**src/design/lkvc_pkg.sv**
```systemverilog
package lkvc_pkg;

   localparam int ENTRIES_DEFAULT = 16;
   localparam int KEY_WIDTH       = 32;
   localparam int VALUE_WIDTH     = 32;
   localparam int CAP_WIDTH       = 5;

   localparam logic [CAP_WIDTH-1:0] CAPACITY_RESET = 5'd16;

   typedef enum logic {
      OP_GET = 1'b0,
      OP_PUT = 1'b1
   } lkvc_op_type;

   // One word handed from the input register to the table.
   typedef struct packed {
      logic                   fire;
      logic                   op;
      logic [KEY_WIDTH-1:0]   key;
      logic [VALUE_WIDTH-1:0] value;
   } lkvc_cmd_type;

   typedef struct packed {
      logic                   hit;
      logic [VALUE_WIDTH-1:0] read_value;
   } lkvc_result_type;

endpackage

```
**src/design/lkvc_req_if.sv**
```systemverilog
interface lkvc_req_if;
   logic                             valid;
   logic                             ready;
   logic                             op;
   logic [lkvc_pkg::KEY_WIDTH-1:0]   key;
   logic [lkvc_pkg::VALUE_WIDTH-1:0] value;

   modport source (output valid, output op, output key, output value, input ready);
   modport sink   (input valid, input op, input key, input value, output ready);
endinterface

```
**src/design/lkvc_rsp_if.sv**
```systemverilog
interface lkvc_rsp_if;
   logic                             valid;
   logic                             ready;
   logic                             hit;
   logic [lkvc_pkg::VALUE_WIDTH-1:0] read_value;

   modport source (output valid, output hit, output read_value, input ready);
   modport sink   (input valid, input hit, input read_value, output ready);
endinterface

```
**src/design/lkvc_table.sv**
```systemverilog
module lkvc_table #(
   parameter int ENTRIES = lkvc_pkg::ENTRIES_DEFAULT
) (
   input  logic                             clock,
   input  logic                             reset,
   input  logic [lkvc_pkg::CAP_WIDTH-1:0]   capacity,
   input  lkvc_pkg::lkvc_cmd_type           cmd,
   output lkvc_pkg::lkvc_result_type        result
);

   localparam int RW = $clog2(ENTRIES);
   localparam int CW = $clog2(ENTRIES + 1);

   logic [lkvc_pkg::KEY_WIDTH-1:0]   keys_ff   [ENTRIES];
   logic [lkvc_pkg::VALUE_WIDTH-1:0] values_ff [ENTRIES];
   logic [ENTRIES-1:0]               valid_ff;
   logic [ENTRIES-1:0]               valid_in;
   logic [RW-1:0]                    rank_ff   [ENTRIES];
   logic [RW-1:0]                    rank_in   [ENTRIES];
   logic [CW-1:0]                    count_ff;
   logic [CW-1:0]                    count_in;

   logic [ENTRIES-1:0]               match;
   logic                             hit_any;
   logic [RW-1:0]                    hit_idx;
   logic [RW-1:0]                    hit_rank;
   logic [lkvc_pkg::VALUE_WIDTH-1:0] hit_data;
   logic [RW-1:0]                    lru_idx;
   logic [CW-1:0]                    last_rank;
   logic [CW-1:0]                    eff_cap;
   logic                             full;
   logic                             is_put;
   logic                             update;
   logic                             insert_new;
   logic [RW-1:0]                    tgt;
   logic [CW-1:0]                    thresh;

   always_comb begin
      if (capacity == '0) begin
         eff_cap = CW'(1);
      end else if (32'(capacity) > 32'(ENTRIES)) begin
         eff_cap = CW'(ENTRIES);
      end else begin
         eff_cap = CW'(capacity);
      end
   end

   assign last_rank = count_ff - CW'(1);
   assign full      = (count_ff >= eff_cap);

   // Keys of valid entries are unique and ranks form a permutation, so at most
   // one lane matches and at most one lane holds the oldest rank: OR them together.
   always_comb begin
      hit_idx  = '0;
      hit_rank = '0;
      hit_data = '0;
      lru_idx  = '0;
      for (int i = 0; i < ENTRIES; i++) begin
         match[i] = valid_ff[i] && (keys_ff[i] == cmd.key);
         if (match[i]) begin
            hit_idx  = hit_idx | RW'(i);
            hit_rank = hit_rank | rank_ff[i];
            hit_data = hit_data | values_ff[i];
         end
         if (valid_ff[i] && (CW'(rank_ff[i]) == last_rank)) begin
            lru_idx = lru_idx | RW'(i);
         end
      end
   end

   assign hit_any    = |match;
   assign is_put     = (cmd.op == lkvc_pkg::OP_PUT);
   assign update     = cmd.fire && (hit_any || is_put);
   assign insert_new = cmd.fire && is_put && !hit_any && !full;

   // Valid slots always fill from the bottom, so the first free slot is the count.
   always_comb begin
      if (hit_any) begin
         tgt    = hit_idx;
         thresh = CW'(hit_rank);
      end else if (full) begin
         tgt    = lru_idx;
         thresh = last_rank;
      end else begin
         tgt    = RW'(count_ff);
         thresh = count_ff;
      end
   end

   // Age every valid entry more recent than the target; target becomes newest.
   always_comb begin
      for (int i = 0; i < ENTRIES; i++) begin
         rank_in[i]  = rank_ff[i];
         valid_in[i] = valid_ff[i];
         if (update) begin
            if (RW'(i) == tgt) begin
               rank_in[i] = '0;
            end else if (valid_ff[i] && (CW'(rank_ff[i]) < thresh)) begin
               rank_in[i] = rank_ff[i] + RW'(1);
            end
         end
         if (insert_new && (RW'(i) == tgt)) begin
            valid_in[i] = 1'b1;
         end
      end
   end

   assign count_in = count_ff + CW'(insert_new);

   always_ff @(posedge clock) begin
      if (reset) begin
         valid_ff <= '0;
         count_ff <= '0;
         for (int i = 0; i < ENTRIES; i++) begin
            rank_ff[i] <= '0;
         end
      end else begin
         valid_ff <= valid_in;
         count_ff <= count_in;
         for (int i = 0; i < ENTRIES; i++) begin
            rank_ff[i] <= rank_in[i];
         end
      end
   end

   always_ff @(posedge clock) begin
      if (cmd.fire && is_put) begin
         keys_ff[tgt]   <= cmd.key;
         values_ff[tgt] <= cmd.value;
      end
   end

   assign result.hit        = hit_any;
   assign result.read_value = hit_data;

endmodule

```
**src/design/lru_key_value_cache_top.sv**
```systemverilog
// Channel | Dir | Word                      | Notes
// req     | in  | op, key, value            | get or put
// rsp     | out | hit, read_value           | one word per get, none per put
// csr     | in  | capacity (5 bits)         | write enable, no read-back
//
// One word is accepted per cycle while req.ready is high; a get's word passes
// the input register and then the result register before it is valid on rsp.
// The whole lookup, replacement choice and recency update are worked out
// combinationally in lkvc_table, between the input register and the result register.
// Reset is synchronous, active high: table empty, capacity back to 16.
// A held result stalls only a waiting get; puts keep flowing under rsp stall.
module lru_key_value_cache_top #(
   parameter int ENTRIES = lkvc_pkg::ENTRIES_DEFAULT
) (
   input  logic                           clock,
   input  logic                           reset,
   lkvc_req_if.sink                       req,
   lkvc_rsp_if.source                     rsp,
   input  logic                           csr_write_enable,
   input  logic [lkvc_pkg::CAP_WIDTH-1:0] csr_write_data
);

   logic [lkvc_pkg::CAP_WIDTH-1:0]   capacity_ff;
   logic                             stage_valid_ff;
   logic                             stage_valid_in;
   logic                             stage_op_ff;
   logic [lkvc_pkg::KEY_WIDTH-1:0]   stage_key_ff;
   logic [lkvc_pkg::VALUE_WIDTH-1:0] stage_value_ff;
   logic                             rsp_valid_ff;
   logic                             rsp_valid_in;
   logic                             rsp_hit_ff;
   logic [lkvc_pkg::VALUE_WIDTH-1:0] rsp_read_value_ff;
   logic                             advance;
   logic                             accept;
   lkvc_pkg::lkvc_cmd_type           cmd;
   lkvc_pkg::lkvc_result_type        result;

   // A put never needs the result slot; a get needs it empty or draining.
   assign advance = stage_valid_ff &&
                    ((stage_op_ff == lkvc_pkg::OP_PUT) || !rsp_valid_ff || rsp.ready);
   assign req.ready = !stage_valid_ff || advance;
   assign accept    = req.valid && req.ready;

   always_comb begin
      stage_valid_in = stage_valid_ff;
      if (accept) begin
         stage_valid_in = 1'b1;
      end else if (advance) begin
         stage_valid_in = 1'b0;
      end
   end

   always_comb begin
      rsp_valid_in = rsp_valid_ff;
      if (advance && (stage_op_ff == lkvc_pkg::OP_GET)) begin
         rsp_valid_in = 1'b1;
      end else if (rsp.ready) begin
         rsp_valid_in = 1'b0;
      end
   end

   assign cmd.fire  = advance;
   assign cmd.op    = stage_op_ff;
   assign cmd.key   = stage_key_ff;
   assign cmd.value = stage_value_ff;

   lkvc_table #(
      .ENTRIES (ENTRIES)
   ) u_table (
      .clock    (clock),
      .reset    (reset),
      .capacity (capacity_ff),
      .cmd      (cmd),
      .result   (result)
   );

   always_ff @(posedge clock) begin
      if (reset) begin
         capacity_ff    <= lkvc_pkg::CAPACITY_RESET;
         stage_valid_ff <= 1'b0;
         rsp_valid_ff   <= 1'b0;
      end else begin
         if (csr_write_enable) begin
            capacity_ff <= csr_write_data;
         end
         stage_valid_ff <= stage_valid_in;
         rsp_valid_ff   <= rsp_valid_in;
      end
   end

   always_ff @(posedge clock) begin
      if (accept) begin
         stage_op_ff    <= req.op;
         stage_key_ff   <= req.key;
         stage_value_ff <= req.value;
      end
      // Load the result only when a get leaves the input register.
      if (advance && (stage_op_ff == lkvc_pkg::OP_GET)) begin
         rsp_hit_ff        <= result.hit;
         rsp_read_value_ff <= result.read_value;
      end
   end

   assign rsp.valid      = rsp_valid_ff;
   assign rsp.hit        = rsp_hit_ff;
   assign rsp.read_value = rsp_read_value_ff;

endmodule

```
**src/flat_wrapper.sv**
```systemverilog
// flat-port wrapper written by rule: the top's interface ports become plain ports
module lru_key_value_cache_top_flat 
#(
   parameter int ENTRIES = lkvc_pkg::ENTRIES_DEFAULT
)
  (clock, reset, csr_write_enable, csr_write_data, req_valid, req_op, req_key, req_value, req_ready, rsp_valid, rsp_hit, rsp_read_value, rsp_ready);
  lkvc_req_if req_i ();
  lkvc_rsp_if rsp_i ();
  input  logic clock;
  input  logic reset;
  input  logic csr_write_enable;
  input  logic [lkvc_pkg::CAP_WIDTH-1:0] csr_write_data;
  input wire logic [$bits(req_i.valid)-1:0] req_valid;
  input wire logic [$bits(req_i.op)-1:0] req_op;
  input wire logic [$bits(req_i.key)-1:0] req_key;
  input wire logic [$bits(req_i.value)-1:0] req_value;
  output wire logic [$bits(req_i.ready)-1:0] req_ready;
  output wire logic [$bits(rsp_i.valid)-1:0] rsp_valid;
  output wire logic [$bits(rsp_i.hit)-1:0] rsp_hit;
  output wire logic [$bits(rsp_i.read_value)-1:0] rsp_read_value;
  input wire logic [$bits(rsp_i.ready)-1:0] rsp_ready;
  assign req_i.valid = req_valid;
  assign req_i.op = req_op;
  assign req_i.key = req_key;
  assign req_i.value = req_value;
  assign req_ready = req_i.ready;
  assign rsp_valid = rsp_i.valid;
  assign rsp_hit = rsp_i.hit;
  assign rsp_read_value = rsp_i.read_value;
  assign rsp_i.ready = rsp_ready;
  lru_key_value_cache_top #(.ENTRIES(ENTRIES)) u_core (.clock(clock), .reset(reset), .req(req_i), .rsp(rsp_i), .csr_write_enable(csr_write_enable), .csr_write_data(csr_write_data));
endmodule
```
**config.mk**
```make
export PLATFORM = sky130hd
export DESIGN_NAME = lru_key_value_cache_top_flat
export DESIGN_NICKNAME = d
export VERILOG_FILES = /design/src/design/lkvc_pkg.sv /design/src/design/lkvc_req_if.sv /design/src/design/lkvc_rsp_if.sv /design/src/design/lkvc_table.sv /design/src/design/lru_key_value_cache_top.sv /design/src/flat_wrapper.sv
export SDC_FILE = /design/constraint.sdc
export NUM_CORES = 2
export LEC_CHECK = 0
export BUFFER_PORTS_ARGS = -buffer_cell sky130_fd_sc_hd__clkbuf_2
export CAP_MARGIN = 25
export CORE_MARGIN = 1
export CORE_UTILIZATION = 45
export CTS_BUF_LIST = sky130_fd_sc_hd__clkbuf_4
export DETAILED_ROUTE_END_ITERATION = 12
export HOLD_SLACK_MARGIN = 0.05
export PLACE_DENSITY = 0.63
export SETUP_SLACK_MARGIN = 0.05
export SYNTH_ARGS = -nofsm -noshare
export SYNTH_HDL_FRONTEND = slang
export SYNTH_HIERARCHICAL = 1
export SYNTH_SLANG_ARGS = --single-unit
```
**constraint.sdc**
```tcl
create_clock -name clock -period 9 [get_ports clock]
set_input_delay 0.45 -clock clock [delete_from_list [all_inputs] [get_ports clock]]
set_output_delay 0.45 -clock clock [all_outputs]
set_load 0.1 [all_outputs]
```
==> metrics.cfg <==
[clock_tree]
cts-root-buf = clkbuf_4
clkTransAtPathRegs_ns = 0.06
cts_resized = 0
htree_levels = 5
clkLatencyLatePin_ns = 1.23
hold_buffers = 154
cts.path.max_buffers = 4
cts.sinks = 1214
post_cts_buffers = 0
cts_inserted_buffers = 336
cts_tree = built

[yosys]
synth_cell_types = 81
synth_area_per_cell_um2 = 15.1
ys.flop_type = edfxtp_1
synth-seq-cells = 1214
synth-edff-count = 1122
syn_nets = 3568
netlist_area_um2 = 51500
seq_area_frac_synth_pct = 68.9
ys_warn_count = 6
synth_cells = 3421
async_reset_ff_share_pct = 0

[power]
p_sw_share_pct = 23.3
power_density_nw_per_um2 = 195
combinationalPowerShare_pct = 5.6
vdd_drop_max_mv = 0.124
power.share.clock_pct = 40.7
internal-power_uw = 8980
p_switching_uw = 2720
pwr-share-seq_pct = 53.7
p_leak_uw = 0.0202
finalPower_uw = 11700

[floorplanning]
ioPinCount = 110
dieHeight_um = 340
initial_utilization_pct = 45.6
num_rows = 123
die_w_um = 340
core_area_um2 = 113000
die_area_um2 = 116000

[finish]
area_delta_synth_final_pct = 16.4
drive_above_1_share_pct = 19.0
fin_util_pct = 53.1
fin_nets = 4124
mostFrequentLayoutCell = edfxtp_1
final_cell_mix = edfxtp_1 (1122), clkbuf_4 (480), xor2_1 (374)

[timing]
hold_viol = 0
period_share_pct = 72.2
setup_violations = 0
final_max_slew_viol_count = 0
finClkSkew_ns = 0.149
tightest_slew_ns = 1.09
relSlewSlack_pct = 27.1
rsz0062_at_grt = false
post-route-min-period_ns = 6.50
max_clock_freq_ghz = 0.154
final.setup.tns_ns = 0
whs_ns = 0.197

[setup_path]
slowest_stage = edfxtp_1
cp_data_arrival_time_ns = 7.26
max_stage_delay_ns = 0.90
critPathMaxFanout = 33
cp_common_cell = buf_4
cp.required_ns = 9.76
cp-start-kind = flop
cp-end-kind = flop
rr_worst_depth = 13
cp_cell_sequence = buf_4, xnor2_1, nand4_1, or4b_1, nor4_4, nor4_1, o211ai_1, o21ai_2, nor2b_1, buf_4, nand2_1, nor2_4, buf_4
timing.setup.critical_path_class = flop to flop

[detailed_routing]
avgViaCountPerCell = 5.92
drt_iter0_drc = 3476
dr.pass1.iters = 6
antenna_left = 0
drc = 0
routed_wirelength_um = 149000
wl_per_cell_um = 26.2
via_count = 33700

[run]
timing.max_cap.violations = 0

[grt]
grt_overflow = 0
grt_pass1_wl_um = 218000
grt_pass1_vias = 33200
groute.usage.overall_pct = 25.6
antenna_found_initial = 5
grt_max_degree = 65

[run_status]
status = finished, final reports clean

[place]
dp_hpwl_um = 85900
globalplace.congestion = 0.902
portBuffers = 109

[worst_hold_path]
min_path_type = input pin to flop
hold_depth = 3

## worst paths after layout
path                                                 startpoint                               end  slack [ns]
worst max-delay path                     u_core/stage_key_ff[6]  u_core/u_table/values_ff[14][28]        2.50
worst min-delay path                           csr_write_enable             u_core/capacity_ff[4]        0.20
worst max register to register           u_core/stage_key_ff[6]  u_core/u_table/values_ff[14][28]        2.50
worst min register to register  u_core/u_table/values_ff[0][24]         u_core/rsp.read_value[24]        0.51
## cell usage after synthesis, types with 72 or more instances
| library cell | number | share of area (%) |
|---|---|---|
| nor2_1 | 77 | 0.56 |
| dfxtp_1 | 92 | 3.6 |
| xor2_1 | 375 | 6.4 |
| nand4_1 | 125 | 1.5 |
| nand2_1 | 76 | 0.55 |
| xnor2_1 | 194 | 3.3 |
| a221oi_1 | 120 | 2.0 |
| ha_1 | 72 | 1.7 |
| nor4_1 | 140 | 1.7 |
| nand3_1 | 100 | 0.97 |
| a22o_1 | 120 | 2.0 |
| edfxtp_1 | 1122 | 65 |
## state kept, by name, summed over array words and instances, names as in the netlist
register and cells:
u_core/u_table/keys_ff 512, u_core/u_table/values_ff 512, u_core/u_table/rank_ff 64, u_core/rsp.read_value 32, u_core/stage_key_ff 32, u_core/stage_value_ff 32, u_core/u_table/valid_ff 16, u_core/capacity_ff 5
u_core/u_table/count_ff 5, u_core/rsp.hit 1, u_core/rsp.valid 1, u_core/stage_op_ff 1, u_core/stage_valid_ff 1
## metrics by stage
stage / setup WS (ns) / area, µm² / instances
floorplan: 0.0555 / 51600 / 3421
global placement: 2.69 / 54300 / 4978
detailed placement: 2.61 / 54400 / 4981
CTS: 2.51 / 60000 / 5685
global route: 2.27 / 60000 / 5696
finish: 2.50 / 60000 / 5696
## routing by layer
metal | part of all wire, % | wire (µm) | vias to the layer above | track usage (%)
met5 | 0 | 0 | - | 0
met4 | 2.6 | 3840 | 0 | 8.68
met3 | 8.8 | 13100 | 273 | 5.11
met2 | 45 | 67800 | 1704 | 39.3
met1 | 43 | 64600 | 16900 | 36.4
li1 | - | - | 14800 | -
## power groups by stage
stage               Combinational (µW)  Sequential, µW  Clock [µW]
global route                       693            6290        5170
global placement                   586            6400           0
CTS                                646            6280        4880
floorplan                          336            6420           0
detailed placement                 592            6400           0
finish                             653            6280        4770
## cells by family after synthesis
family          share of synthesized area, %
flops                                   68.9
simple gates                            9.31
xor+xnor                                10.0
compound gates                          7.84
buf+inv                                 1.92
fa+ha+maj                               1.75
mux                                    0.214
## final cells by class
type / instances / area, µm²
fill: 9373 / 52900
sequential: 1214 / 35500
multi-input combinational: 1996 / 15300
clock buffer: 480 / 3600
timing repair buffer: 383 / 3150
tap: 1500 / 1880
clock inverter: 70 / 397
inverter: 46 / 173
antenna: 7 / 17.5
## worst max-delay path: cells and delay by family, from the launching register on
kind,cells,cell delay (ns)
AO/OA/AOI/OAI,2,0.29
buffers and inverters,3,1.44
AND/OR/NAND/NOR,7,3.19
XOR/XNOR,1,0.17
flip-flops,1,0.90
Note: power is estimated with default switching activity, not from simulation.
